==> src/design/i2cms_pkg.sv <==
// Shared types and constants for the I2C master byte sequencer.
// No dependencies; the engine and the top level import this package.
package i2cms_pkg;

    typedef enum logic [2:0] {
        CMD_IDLE  = 3'd0,
        CMD_START = 3'd1,
        CMD_STOP  = 3'd2,
        CMD_WRITE = 3'd3,
        CMD_READ  = 3'd4
    } t_cmd;

    localparam int unsigned PHASE_W = 10;
    localparam int unsigned STEP_W  = 5;

    localparam logic [STEP_W-1:0] STEPS_START  = 5'd4;
    localparam logic [STEP_W-1:0] STEPS_STOP   = 5'd3;
    localparam logic [STEP_W-1:0] STEPS_BYTE   = 5'd27;
    localparam logic [STEP_W-1:0] STEP_ACK_SDA = 5'd24;
    localparam logic [STEP_W-1:0] STEP_ACK_SCL = 5'd25;

    localparam logic [PHASE_W-1:0] PHASE_RESET = 10'd3;

    // Position of a step within one bit slot of a byte command.
    localparam logic [1:0] PH_DATA = 2'd0;
    localparam logic [1:0] PH_RISE = 2'd1;
    localparam logic [1:0] PH_FALL = 2'd2;

    typedef struct packed {
        logic [2:0] kind;
        logic [7:0] tx_byte;
        logic       ack_to_send;
        logic       sda_in;
    } t_item;

    typedef struct packed {
        logic       scl_level;
        logic       sda_release;
        logic       busy_res;
        logic       done_res;
        logic [7:0] rx_byte;
        logic       ack_seen;
    } t_res;

    localparam t_res RES_RESET = '{
        scl_level:   1'b1,
        sda_release: 1'b1,
        busy_res:    1'b0,
        done_res:    1'b0,
        rx_byte:     8'd0,
        ack_seen:    1'b1
    };

endpackage

==> src/design/i2cms_in_if.sv <==
// Command channel of the I2C master byte sequencer: one word per bus tick.
// Standalone interface, no package needed.
interface i2cms_in_if;
    logic       valid;
    logic       ready;
    logic [2:0] kind;
    logic [7:0] tx_byte;
    logic       ack_to_send;
    logic       sda_in;

    modport source (output valid, kind, tx_byte, ack_to_send, sda_in, input ready);
    modport sink   (input valid, kind, tx_byte, ack_to_send, sda_in, output ready);
endinterface

==> src/design/i2cms_out_if.sv <==
// Result channel of the I2C master byte sequencer: pin levels and status.
// Standalone interface, no package needed.
interface i2cms_out_if;
    logic       valid;
    logic       ready;
    logic       scl_level;
    logic       sda_release;
    logic       busy_res;
    logic       done_res;
    logic [7:0] rx_byte;
    logic       ack_seen;

    modport source (output valid, scl_level, sda_release, busy_res, done_res, rx_byte,
                    ack_seen, input ready);
    modport sink   (input valid, scl_level, sda_release, busy_res, done_res, rx_byte,
                    ack_seen, output ready);
endinterface

==> src/design/i2cms_engine.sv <==
// Step sequencer of the I2C master: command state, hold counter and pin registers.
// Depends on i2cms_pkg; advanced by one tick whenever i_adv is high.
module i2cms_engine (
    input  logic                           i_clk,
    input  logic                           i_rst_n,
    input  logic                           i_adv,
    input  logic [i2cms_pkg::PHASE_W-1:0]  i_phase_ticks,
    input  i2cms_pkg::t_item               i_item,
    output i2cms_pkg::t_res                o_res
);
    import i2cms_pkg::*;

    t_cmd               r_cmd,   n_cmd;
    logic [STEP_W-1:0]  r_step,  n_step;
    logic [1:0]         r_ph,    n_ph;
    logic [PHASE_W-1:0] r_hold,  n_hold;
    logic [7:0]         r_shift, n_shift;
    logic               r_ack_choice, n_ack_choice;
    logic               r_scl,   n_scl;
    logic               r_sda,   n_sda;
    logic [7:0]         r_last_rx, n_last_rx;
    logic               r_last_ack, n_last_ack;

    logic [PHASE_W-1:0] hold_len;
    logic [PHASE_W-1:0] hold_dec;
    logic [STEP_W-1:0]  step_inc;
    logic [STEP_W-1:0]  step_total;
    logic               do_apply;
    logic               done;

    always_comb begin
        hold_len = (i_phase_ticks == '0) ? PHASE_W'(1) : i_phase_ticks;
        hold_dec = (r_hold != '0) ? r_hold - PHASE_W'(1) : '0;
        step_inc = r_step + STEP_W'(1);
        case (r_cmd)
            CMD_START: step_total = STEPS_START;
            CMD_STOP:  step_total = STEPS_STOP;
            default:   step_total = STEPS_BYTE;
        endcase

        n_cmd        = r_cmd;
        n_step       = r_step;
        n_ph         = r_ph;
        n_hold       = r_hold;
        n_shift      = r_shift;
        n_ack_choice = r_ack_choice;
        n_scl        = r_scl;
        n_sda        = r_sda;
        n_last_rx    = r_last_rx;
        n_last_ack   = r_last_ack;
        do_apply     = 1'b0;
        done         = 1'b0;

        if (r_cmd != CMD_IDLE) begin
            n_hold = hold_dec;
            if (hold_dec == '0) begin
                if (step_inc >= step_total) begin
                    if (r_cmd == CMD_READ) begin
                        n_sda     = 1'b1;
                        n_last_rx = r_shift;
                    end
                    n_cmd  = CMD_IDLE;
                    n_step = '0;
                    n_ph   = PH_DATA;
                    done   = 1'b1;
                end else begin
                    n_step   = step_inc;
                    n_ph     = (r_ph == PH_FALL) ? PH_DATA : r_ph + 2'd1;
                    do_apply = 1'b1;
                end
            end
        end else if (i_item.kind inside {[CMD_START:CMD_READ]}) begin
            n_cmd        = t_cmd'(i_item.kind);
            n_step       = '0;
            n_ph         = PH_DATA;
            n_shift      = (i_item.kind == CMD_WRITE) ? i_item.tx_byte : 8'd0;
            n_ack_choice = i_item.ack_to_send;
            do_apply     = 1'b1;
        end

        // Apply the pin change of the step just entered, then restart the hold.
        if (do_apply) begin
            n_hold = hold_len;
            case (n_cmd)
                CMD_START: begin
                    case (n_step[1:0])
                        2'd0:    n_sda = 1'b1;
                        2'd1:    n_scl = 1'b1;
                        2'd2:    n_sda = 1'b0;
                        default: n_scl = 1'b0;
                    endcase
                end
                CMD_STOP: begin
                    case (n_step[1:0])
                        2'd0:    n_sda = 1'b0;
                        2'd1:    n_scl = 1'b1;
                        default: n_sda = 1'b1;
                    endcase
                end
                CMD_WRITE: begin
                    if (n_step < STEP_ACK_SDA) begin
                        case (n_ph)
                            PH_DATA: begin
                                n_sda   = n_shift[7];
                                n_shift = {n_shift[6:0], 1'b0};
                            end
                            PH_RISE: n_scl = 1'b1;
                            default: n_scl = 1'b0;
                        endcase
                    end else if (n_step == STEP_ACK_SDA) begin
                        n_sda = 1'b1;
                    end else if (n_step == STEP_ACK_SCL) begin
                        n_scl = 1'b1;
                    end else begin
                        n_last_ack = i_item.sda_in;
                        n_scl      = 1'b0;
                    end
                end
                default: begin
                    if (n_step < STEP_ACK_SDA) begin
                        case (n_ph)
                            PH_DATA: begin
                                if (n_step == '0) begin
                                    n_sda = 1'b1;
                                end
                            end
                            PH_RISE: n_scl = 1'b1;
                            default: begin
                                n_shift = {n_shift[6:0], i_item.sda_in};
                                n_scl   = 1'b0;
                            end
                        endcase
                    end else if (n_step == STEP_ACK_SDA) begin
                        n_sda = !n_ack_choice;
                    end else if (n_step == STEP_ACK_SCL) begin
                        n_scl = 1'b1;
                    end else begin
                        n_scl = 1'b0;
                    end
                end
            endcase
        end

        o_res.scl_level   = n_scl;
        o_res.sda_release = n_sda;
        o_res.busy_res    = (n_cmd != CMD_IDLE);
        o_res.done_res    = done;
        o_res.rx_byte     = n_last_rx;
        o_res.ack_seen    = n_last_ack;
    end

    always_ff @(posedge i_clk) begin
        if (!i_rst_n) begin
            r_cmd        <= CMD_IDLE;
            r_step       <= '0;
            r_ph         <= PH_DATA;
            r_hold       <= '0;
            r_shift      <= '0;
            r_ack_choice <= 1'b0;
            r_scl        <= 1'b1;
            r_sda        <= 1'b1;
            r_last_rx    <= '0;
            r_last_ack   <= 1'b1;
        end else if (i_adv) begin
            r_cmd        <= n_cmd;
            r_step       <= n_step;
            r_ph         <= n_ph;
            r_hold       <= n_hold;
            r_shift      <= n_shift;
            r_ack_choice <= n_ack_choice;
            r_scl        <= n_scl;
            r_sda        <= n_sda;
            r_last_rx    <= n_last_rx;
            r_last_ack   <= n_last_ack;
        end
    end

endmodule

==> src/design/i2c_master_byte_sequencer.sv <==
// Top level of the I2C master byte sequencer: handshake, phase register, result register.
// Depends on i2cms_pkg, i2cms_in_if, i2cms_out_if and i2cms_engine.
//
// Each input word is one bus tick and produces exactly one result word. A word is
// taken in every cycle while the result register is empty or being drained, so the
// sustained rate is one word per clock; the result is registered in the cycle after the
// word is accepted, with the combinational step logic in the engine feeding the result
// register. The result holds the SCL and SDA levels to drive, busy and done status,
// the last received byte and the last acknowledge seen. phase_ticks (reset 3, zero
// acts as one) sets how many ticks each pin level is held and should only be written
// while no command is running.
module i2c_master_byte_sequencer (
    input  logic                          i_clk,
    input  logic                          i_rst_n,
    i2cms_in_if.sink                      i_cmd,
    i2cms_out_if.source                   o_res,
    input  logic                          i_cfg_we,
    input  logic [i2cms_pkg::PHASE_W-1:0] i_cfg_wdata
);
    import i2cms_pkg::*;

    logic [PHASE_W-1:0] r_phase_ticks;
    logic               r_out_valid, n_out_valid;
    t_res               r_res;
    t_res               step_res;
    t_item              item;
    logic               accept;

    assign i_cmd.ready = !r_out_valid || o_res.ready;
    assign accept      = i_cmd.valid && i_cmd.ready;

    assign item.kind        = i_cmd.kind;
    assign item.tx_byte     = i_cmd.tx_byte;
    assign item.ack_to_send = i_cmd.ack_to_send;
    assign item.sda_in      = i_cmd.sda_in;

    i2cms_engine u_engine (
        .i_clk         (i_clk),
        .i_rst_n       (i_rst_n),
        .i_adv         (accept),
        .i_phase_ticks (r_phase_ticks),
        .i_item        (item),
        .o_res         (step_res)
    );

    always_comb begin
        n_out_valid = r_out_valid;
        if (accept) begin
            n_out_valid = 1'b1;
        end else if (o_res.ready) begin
            n_out_valid = 1'b0;
        end
    end

    always_ff @(posedge i_clk) begin
        if (!i_rst_n) begin
            r_phase_ticks <= PHASE_RESET;
            r_out_valid   <= 1'b0;
            r_res         <= RES_RESET;
        end else begin
            if (i_cfg_we) begin
                r_phase_ticks <= i_cfg_wdata;
            end
            r_out_valid <= n_out_valid;
            if (accept) begin
                r_res <= step_res;
            end
        end
    end

    assign o_res.valid       = r_out_valid;
    assign o_res.scl_level   = r_res.scl_level;
    assign o_res.sda_release = r_res.sda_release;
    assign o_res.busy_res    = r_res.busy_res;
    assign o_res.done_res    = r_res.done_res;
    assign o_res.rx_byte     = r_res.rx_byte;
    assign o_res.ack_seen    = r_res.ack_seen;

`ifndef SYNTHESIS
    a_done_not_busy: assert property (@(posedge i_clk) disable iff (!i_rst_n)
        r_res.done_res |-> !r_res.busy_res)
        else $error("done reported while still busy");

    a_start_from_idle: assert property (@(posedge i_clk) disable iff (!i_rst_n)
        accept && !r_res.busy_res && (i_cmd.kind >= CMD_START) && (i_cmd.kind <= CMD_READ)
        |=> r_res.busy_res)
        else $error("valid command from idle did not make the sequencer busy");

    a_ready_when_empty: assert property (@(posedge i_clk) disable iff (!i_rst_n)
        !r_out_valid |-> i_cmd.ready)
        else $error("input stalled while the result register is empty");
`endif

endmodule
==> src/flat_wrapper.sv <==
// flat-port wrapper written by rule: the top's interface ports become plain ports
module i2c_master_byte_sequencer_flat import i2cms_pkg::*;
  (i_clk, i_rst_n, i_cfg_we, i_cfg_wdata, i_cmd_valid, i_cmd_kind, i_cmd_tx_byte, i_cmd_ack_to_send, i_cmd_sda_in, i_cmd_ready, o_res_valid, o_res_scl_level, o_res_sda_release, o_res_busy_res, o_res_done_res, o_res_rx_byte, o_res_ack_seen, o_res_ready);
  i2cms_in_if i_cmd_i ();
  i2cms_out_if o_res_i ();
  input  logic i_clk;
  input  logic i_rst_n;
  input  logic i_cfg_we;
  input  logic [i2cms_pkg::PHASE_W-1:0] i_cfg_wdata;
  input wire logic [$bits(i_cmd_i.valid)-1:0] i_cmd_valid;
  input wire logic [$bits(i_cmd_i.kind)-1:0] i_cmd_kind;
  input wire logic [$bits(i_cmd_i.tx_byte)-1:0] i_cmd_tx_byte;
  input wire logic [$bits(i_cmd_i.ack_to_send)-1:0] i_cmd_ack_to_send;
  input wire logic [$bits(i_cmd_i.sda_in)-1:0] i_cmd_sda_in;
  output wire logic [$bits(i_cmd_i.ready)-1:0] i_cmd_ready;
  output wire logic [$bits(o_res_i.valid)-1:0] o_res_valid;
  output wire logic [$bits(o_res_i.scl_level)-1:0] o_res_scl_level;
  output wire logic [$bits(o_res_i.sda_release)-1:0] o_res_sda_release;
  output wire logic [$bits(o_res_i.busy_res)-1:0] o_res_busy_res;
  output wire logic [$bits(o_res_i.done_res)-1:0] o_res_done_res;
  output wire logic [$bits(o_res_i.rx_byte)-1:0] o_res_rx_byte;
  output wire logic [$bits(o_res_i.ack_seen)-1:0] o_res_ack_seen;
  input wire logic [$bits(o_res_i.ready)-1:0] o_res_ready;
  assign i_cmd_i.valid = i_cmd_valid;
  assign i_cmd_i.kind = i_cmd_kind;
  assign i_cmd_i.tx_byte = i_cmd_tx_byte;
  assign i_cmd_i.ack_to_send = i_cmd_ack_to_send;
  assign i_cmd_i.sda_in = i_cmd_sda_in;
  assign i_cmd_ready = i_cmd_i.ready;
  assign o_res_valid = o_res_i.valid;
  assign o_res_scl_level = o_res_i.scl_level;
  assign o_res_sda_release = o_res_i.sda_release;
  assign o_res_busy_res = o_res_i.busy_res;
  assign o_res_done_res = o_res_i.done_res;
  assign o_res_rx_byte = o_res_i.rx_byte;
  assign o_res_ack_seen = o_res_i.ack_seen;
  assign o_res_i.ready = o_res_ready;
  i2c_master_byte_sequencer u_core (.i_clk(i_clk), .i_rst_n(i_rst_n), .i_cmd(i_cmd_i), .o_res(o_res_i), .i_cfg_we(i_cfg_we), .i_cfg_wdata(i_cfg_wdata));
endmodule
==> config.mk <==
export PLATFORM = sky130hd
export DESIGN_NAME = i2c_master_byte_sequencer_flat
export DESIGN_NICKNAME = d
export VERILOG_FILES = /design/src/design/i2cms_pkg.sv /design/src/design/i2cms_in_if.sv /design/src/design/i2cms_out_if.sv /design/src/design/i2cms_engine.sv /design/src/design/i2c_master_byte_sequencer.sv /design/src/flat_wrapper.sv
export SDC_FILE = /design/constraint.sdc
export NUM_CORES = 1
export LEC_CHECK = 0
export ABC_CLOCK_PERIOD_IN_PS = 4900
export BUFFER_PORTS_ARGS = -buffer_cell sky130_fd_sc_hd__clkbuf_2
export CELL_PAD_IN_SITES_DETAIL_PLACEMENT = 1
export CELL_PAD_IN_SITES_GLOBAL_PLACEMENT = 1
export CORE_MARGIN = 2
export CORE_UTILIZATION = 44
export CTS_CLUSTER_DIAMETER = 50
export CTS_CLUSTER_SIZE = 20
export DETAILED_ROUTE_END_ITERATION = 8
export PLACE_DENSITY = 0.78
export SYNTH_ARGS = -nofsm -noshare
export SYNTH_HDL_FRONTEND = slang
export SYNTH_SLANG_ARGS = --single-unit
==> constraint.sdc <==
create_clock -name i_clk -period 4.9 [get_ports i_clk]
set_clock_uncertainty 0.15 [all_clocks]
set_input_delay 0.245 -clock i_clk [delete_from_list [all_inputs] [get_ports i_clk]]
set_output_delay 0.245 -clock i_clk [all_outputs]
set_load 0.01 [all_outputs]
==> results of run 1 <==
## cell type report
type | instances | area [sq um]
fill | 942 | 3850
multi-input combinational | 330 | 2220
sequential | 53 | 1060
timing repair buffer | 47 | 250
tap | 102 | 128
clock buffer | 5 | 68.8
inverter | 10 | 37.5
clock inverter | 3 | 26.3
## power by group through the flow
stage / Combinational (W) / Clock (W) / Sequential, W
floorplan: 0.000441 / 0 / 0.000493
finish: 0.000565 / 0.000275 / 0.000502
global placement: 0.000540 / 0 / 0.000509
detailed placement: 0.000557 / 0 / 0.000510
CTS: 0.000561 / 0.000279 / 0.000501
global route: 0.000630 / 0.000292 / 0.000506
## stage by stage
step                      hold slack [ns]  std cells  worst slack [ns]
after global routing               0.0190        550             0.539
after global placement              0.308        541              1.12
after CTS                         0.00358        550             0.919
after floorplan                     0.220        418              1.41
after detailed placement            0.317        541             0.961
final                             0.00401        550             0.901
## sequential cells by signal, summed over array words and instances, names as in the netlist
signal,flops
u_core.u_engine.r_step,5
u_core.o_res.scl_level,1
u_core.u_engine.r_hold,10
u_core.o_res.valid,1
u_core.o_res.busy_res,1
u_core.u_engine.r_ack_choice,1
u_core.u_engine.r_ph,2
u_core.u_engine.r_shift,8
u_core.u_engine.r_cmd,3
u_core.o_res.ack_seen,1
u_core.o_res.rx_byte,8
u_core.r_phase_ticks,10
u_core.o_res.sda_release,1
u_core.o_res.done_res,1
## worst max path at each step
stage | from | to | slack, ns
floorplan | u_core.u_engine.r_step[0]$_SDFFE_PN0P_ | u_core.u_engine.r_shift[7]$_SDFFE_PN0P_ | 1.41
global placement | u_core.u_engine.r_step[0]$_SDFFE_PN0P_ | u_core.o_res.sda_release$_SDFFE_PN1P_ | 1.12
detailed placement | u_core.u_engine.r_step[0]$_SDFFE_PN0P_ | u_core.o_res.scl_level$_SDFFE_PN1P_ | 0.96
CTS | u_core.u_engine.r_step[0]$_SDFFE_PN0P_ | u_core.o_res.scl_level$_SDFFE_PN1P_ | 0.92
global route | u_core.u_engine.r_step[0]$_SDFFE_PN0P_ | u_core.o_res.scl_level$_SDFFE_PN1P_ | 0.54
finish | u_core.u_engine.r_step[0]$_SDFFE_PN0P_ | u_core.u_engine.r_shift[4]$_SDFFE_PN0P_ | 0.90
## cell families (layout without fill, tap and decap cells)
| logic type | after synthesis | count (layout) | share of synthesized area |
|---|---|---|---|
| simple gates | 166 | 166 | 0.243 |
| compound gates | 125 | 125 | 0.289 |
| flops | 53 | 53 | 0.309 |
| buf+inv | 35 | 65 | 0.0416 |
| mux | 25 | 25 | 0.0734 |
| fa+ha+maj | 7 | 7 | 0.0255 |
| xor+xnor | 7 | 7 | 0.0179 |
## cells in the final DEF (no fill, tap or decap), drive strengths merged, types with 11 or more instances in the layout
cell    synthesis  routed
nor2           59      59
dfxtp          53      53
clkbuf         19      47
nand2          36      36
o21ai          26      26
mux2i          24      24
a21oi          22      22
nand3          16      16
a22oi          15      15
nor3           13      13
o211ai         13      13
inv            10      11
## per-layer routing
layer | up-vias | share of wire
met3 | 12 | 0.041
met1 | 1634 | 0.47
met2 | 84 | 0.47
met4 | 0 | 0.014
li1 | 1623 | -
met5 | - | 0
## timing repair
action                                 4_1_cts  5_1_grt
endpoints found under the hold margin        1        0
buffers inserted                             0        0
hold buffers                                 1        0
## worst reg2reg max path, stage by stage (launching register included)
cell	delay, ns
dfxtp_1	0.49
ha_1	0.30
nand3_1	0.12
xnor2_1	0.31
ha_1	0.32
o211a_1	0.15
a221oi_1	0.58
o2111ai_4	0.32
o22ai_4	0.37
nor2_2	0.14
a22oi_2	0.28
nor2_1	0.10
o311ai_1	0.29
==> flow_summary.json, run 1 <==
{
  "wire_per_inst_microns": 18.4,
  "fin_setup_tns_ns": 0,
  "via_per_inst": 6.10,
  "synth_fp_nets": 453,
  "cts_tree": "built",
  "drc_errors": 0,
  "drt-total-wl_mm": 10.1,
  "htreeDepth": 2,
  "cp.depth": 12,
  "reg2reg_slack_ns": 0.90,
  "switching_share": 0.423,
  "drt_iter0_drc": 135,
  "grt_pass1_wl_mm": 17.2,
  "yosysTopAreaCell": "dfxtp_1",
  "postPlaceCellArea_sq_mm": 0.00369,
  "start_kind": "register",
  "worstHoldEndpoint": "u_core.r_phase_ticks[7]$_SDFFE_PN0P_",
  "area_growth_pct": 10.7,
  "ys_seq_area_frac": 0.309,
  "gp_congestion": 0.868,
  "chipHeight_microns": 92.3,
  "power_w": 0.00134,
  "drt_first_pass_iters": 4,
  "postSynthCellCount": 418,
  "cts_buffers": 5,
  "p_int_w": 0.000774,
  "rsz0062_at_grt": "false",
  "drv_slew": 0,
  "crit_path_frequent_cell": "ha_1",
  "crit_arrival_ns": 4.07,
  "met2_usage": 0.423,
  "worstSkewPairLatency_ns": 0.32,
  "grtUsageMet1": 0.352,
  "top_usage_layer": "met2",
  "rows": 32,
  "async_flop_share": 0,
  "clkPwrFrac": 0.205,
  "synth_top_cells_by_area": "dfxtp_1, mux2i_1, nor2_1",
  "cap_violations": 0,
  "avgSynthCellArea_sq_um": 8.20,
  "drive_gt1_frac": 0.185,
  "post-route-period-util": 0.816,
  "pwr-share-comb": 0.421,
  "clk_pin_slew_ns": 0.11,
  "fp.dieW_microns": 92.3,
  "powerDensity_mw_per_mm2": 353,
  "cts.repair.resized": 0,
  "place_hpwl_mm": 7.61,
  "start_util": 0.448,
  "vias": 3353,
  "fin_crit_ns": 4.00,
  "utilization": 0.496,
  "cts_buffer_depth": 2,
  "dieArea_sq_mm": 0.00851,
  "grt_max_degree": 25,
  "outcome": "completed",
  "root_buffer": "clkbuf_8",
  "max-slew-margin-rel": 0.363,
  "final_hold_viol_count": 0,
  "ys_types": 76,
  "use_met3": 0.0238,
  "crit_fanout": 9,
  "p_sw_w": 0.000568,
  "worstMarginPinSlew_ns": 0.949,
  "design_area_sq_mm": 0.00380,
  "ys.flop_type": "dfxtp_1",
  "cellLeakagePower_nw": 1.47,
  "overflow": 0,
  "holdPathStages": 3,
  "crit_type": "reg2reg",
  "cp-end-kind": "register",
  "syn_area_sq_mm": 0.00343,
  "io_buffers": 42,
  "cts.sinks": 53,
  "hold_class": "in2reg",
  "cp_top_family": "compound AO/OA/AOI/OAI gates",
  "p_seq_frac": 0.374,
  "grt_antenna_before_repair": 0,
  "finalSetupViolCount": 0,
  "synth_edf_count": 0,
  "path_cells": "ha_1 -> nand3_1 -> xnor2_1 -> ha_1 -> o211a_1 -> a221oi_1 -> o2111ai_4 -> o22ai_4 -> nor2_2 -> a22oi_2 -> nor2_1 -> o311ai_1",
  "crit_slowest_cell": "a221oi_1",
  "synth_warnings": 0,
  "grt_pass1_vias": 3374,
  "hp-start": "i_cfg_wdata[7]",
  "core_area_sq_mm": 0.00765,
  "layout.nets": 482,
  "fmax_mhz": 250,
  "max_stage_delay_ns": 0.58,
  "ioPinCount": 43,
  "worstReg2RegEnd": "u_core.u_engine.r_shift[4]$_SDFFE_PN0P_",
  "required_ns": 4.97,
  "synth_commonest_cells": "nor2_1, dfxtp_1, nand2_1",
  "ir_drop_uv": 142,
  "yosysMostFrequentCell": "nor2_1",
  "reg2reg_from": "u_core.u_engine.r_step[0]$_SDFFE_PN0P_",
  "cp.buffers_inverters": 0,
  "grt_use_total": 0.253,
  "ys_ff_latch": 53,
  "r2r_cells": 12,
  "synth_top_area_share": 0.309,
  "ant_nets": 0,
  "n_antenna_cell": 0
}
(Power assumes the default switching activity.)
==> run 2, diff against run 1 <==
ABC_CLOCK_PERIOD_IN_PS = 3400   (was 4900)
CORE_UTILIZATION = 39   (was 44)
PLACE_DENSITY = 0.73   (was 0.78)
clock period = 3.4 ns   (was 4.9 ns; I/O delays follow)
==> run 2 against run 1 <==
Against the previous run:
- worst hold slack improved by 0.048 ns
- register-to-register slack got worse by 0.76 ns
- first-iteration DRC count decreased by 29%
- clock-buffer cell count increased by 1
- die area increased by 12%
- clock power increased by 40%
- critical path depth unchanged
- global-route usage decreased by 2.7 points
- critical path type unchanged
==> flow_summary.json, run 2 (synthesis gave the netlist of run 1 again) <==
{
  "drt_first_pass_iters": 4,
  "layout.nets": 535,
  "n_antenna_cell": 0,
  "worstHoldEndpoint": "u_core.o_res.valid$_SDFFE_PN0P_",
  "crit_fanout": 5,
  "grt_pass1_vias": 3551,
  "fp.dieW_microns": 97.8,
  "drv_slew": 0,
  "crit_path_start": "u_core.u_engine.r_step[0]$_SDFFE_PN0P_",
  "fin_crit_ns": 3.26,
  "dpl_worst_slack_ns": -0.0122,
  "final_common_cell": "nor2_1",
  "crit_arrival_ns": 3.33,
  "whs_ns": 0.0520,
  "ant_nets": 0,
  "worstReg2RegEnd": "u_core.u_engine.r_shift[7]$_SDFFE_PN0P_",
  "hp-start": "o_res_ready",
  "via_per_inst": 5.68,
  "post-route-period-util": 0.958,
  "cts.sinks": 53,
  "core_area_sq_mm": 0.00864,
  "outcome": "completed",
  "fill_cells": 1066,
  "wire_per_inst_microns": 17.5,
  "dieArea_sq_mm": 0.00956,
  "reg2reg_slack_ns": 0.14,
  "worstSkewPairLatency_ns": 0.32,
  "cap_violations": 0,
  "drt_iter0_drc": 96,
  "finalSetupViolCount": 0,
  "setup_ws_ns": 0.143,
  "cellLeakagePower_nw": 1.73,
  "drc_errors": 0,
  "hold_class": "in2reg",
  "fmax_mhz": 307,
  "worstMarginPinSlew_ns": 0.863,
  "crit_slowest_cell": "or4_1",
  "utilization": 0.498,
  "powerDensity_mw_per_mm2": 483,
  "grt_max_degree": 25,
  "met2_usage": 0.380,
  "holdPathStages": 3,
  "overflow": 0,
  "cts_buffers": 5,
  "chipHeight_microns": 97.8,
  "start_util": 0.397,
  "largestRegisters": "u_core.r_phase_ticks x10, u_core.u_engine.r_hold x10",
  "gp_congestion": 0.873,
  "cp-end-kind": "register",
  "cts_buffer_depth": 2,
  "crit_type": "reg2reg",
  "r2r_cells": 12,
  "drive_gt1_frac": 0.265,
  "grtUsageMet1": 0.310,
  "htreeDepth": 2,
  "ioPinCount": 43,
  "rows": 34,
  "final_hold_viol_count": 0,
  "grt_pass1_wl_mm": 17.8,
  "io_buffers": 42,
  "path_cells": "ha_1 -> buf_4 -> xor2_1 -> ha_1 -> o211a_1 -> a221o_1 -> o211ai_4 -> a22oi_4 -> nor3_4 -> a22oi_2 -> or4_1 -> o311ai_1",
  "fin_setup_tns_ns": 0,
  "area_growth_pct": 25.4,
  "multi_input_area_sq_mm": 0.00230,
  "grt_use_total": 0.226,
  "root_buffer": "clkbuf_8",
  "max-slew-margin-rel": 0.423,
  "reg2reg_from": "u_core.u_engine.r_step[0]$_SDFFE_PN0P_",
  "grt_antenna_before_repair": 0,
  "power_w": 0.00208,
  "drt-total-wl_mm": 10.7,
  "place_hpwl_mm": 7.79,
  "layout_common_cells": "nor2_1, dfxtp_1, buf_4, clkbuf_2, nand2_1",
  "use_met3": 0.0265,
  "ir_drop_uv": 226,
  "crit_path_frequent_cell": "ha_1",
  "max_stage_delay_ns": 0.48,
  "vias": 3457,
  "top_usage_layer": "met2",
  "start_kind": "register",
  "clk_pin_slew_ns": 0.11,
  "regArea_sq_mm": 0.00106,
  "cts_tree": "built",
  "required_ns": 3.48
}
run 2: changes by cell type in the layout (fill, tap and decap cells not counted), sizes merged:
cell	before	now
buf	4	44
dlygate4sd3	1	13
clkinv	2	0
clkinvlp	0	2
clkbuf	47	48
inv	11	10
o22ai	4	5
run 2: worst max-delay path: cells and delay by family, from the launching register on:
family	cells	cell delay (ns)
buffers and inverters	1	0.15
AO/OA/AOI/OAI	6	1.16
flip-flops	1	0.35
AND/OR/NAND/NOR	2	0.71
adder cells (fa/ha/maj)	2	0.50
XOR/XNOR	1	0.14
run 2: cell type report:
cell class,count,area share
clock buffer,6,0.0169
multi-input combinational,331,0.536
tap,108,0.0314
inverter,10,0.00873
sequential,53,0.248
clock inverter,2,0.00349
timing repair buffer,99,0.156
run 2: how the worst max path moves through the flow:
stage,end,cells past startpoint
3_3_place_gp,u_core.u_engine.r_shift[1]$_SDFFE_PN0P_,12
6_report,u_core.u_engine.r_shift[7]$_SDFFE_PN0P_,12
5_1_grt,u_core.o_res.scl_level$_SDFFE_PN1P_,13
2_1_floorplan,u_core.u_engine.r_shift[7]$_SDFFE_PN0P_,12
3_5_place_dp,u_core.u_engine.r_shift[7]$_SDFFE_PN0P_,12
4_1_cts,u_core.o_res.scl_level$_SDFFE_PN1P_,12
run 2: where the power goes:
| part | internal, W | total [W] | leakage, nW | switching [W] |
|---|---|---|---|---|
| sequential | 0.000663 | 0.000701 | 0.434 | 0.0000386 |
| combinational | 0.000417 | 0.000992 | 1.26 | 0.000575 |
| clock | 0.000146 | 0.000384 | 0.0374 | 0.000237 |
| total | 0.00123 | 0.00208 | 1.73 | 0.000851 |
run 2: what timing repair did:
item	4_1_cts	5_1_grt
setup buffers	1	4
pin swaps	1	16
endpoints found under the hold margin	13	0
hold buffers	13	0
cloned	0	1
gates resized for setup	1	11
endpoints found under the setup margin	4	15
run 2: through the flow:
stage | instances | cell area, sq um
2_1_floorplan | 418 | 3440
3_3_place_gp | 582 | 3980
3_5_place_dp | 582 | 3980
4_1_cts | 604 | 4210
5_1_grt | 609 | 4300
6_report | 609 | 4300
run 2: metal layers:
layer	share of wire	vias up
li1	-	1724
met1	0.47	1670
met2	0.49	48
met3	0.031	15
met4	0.015	0
met5	0	-
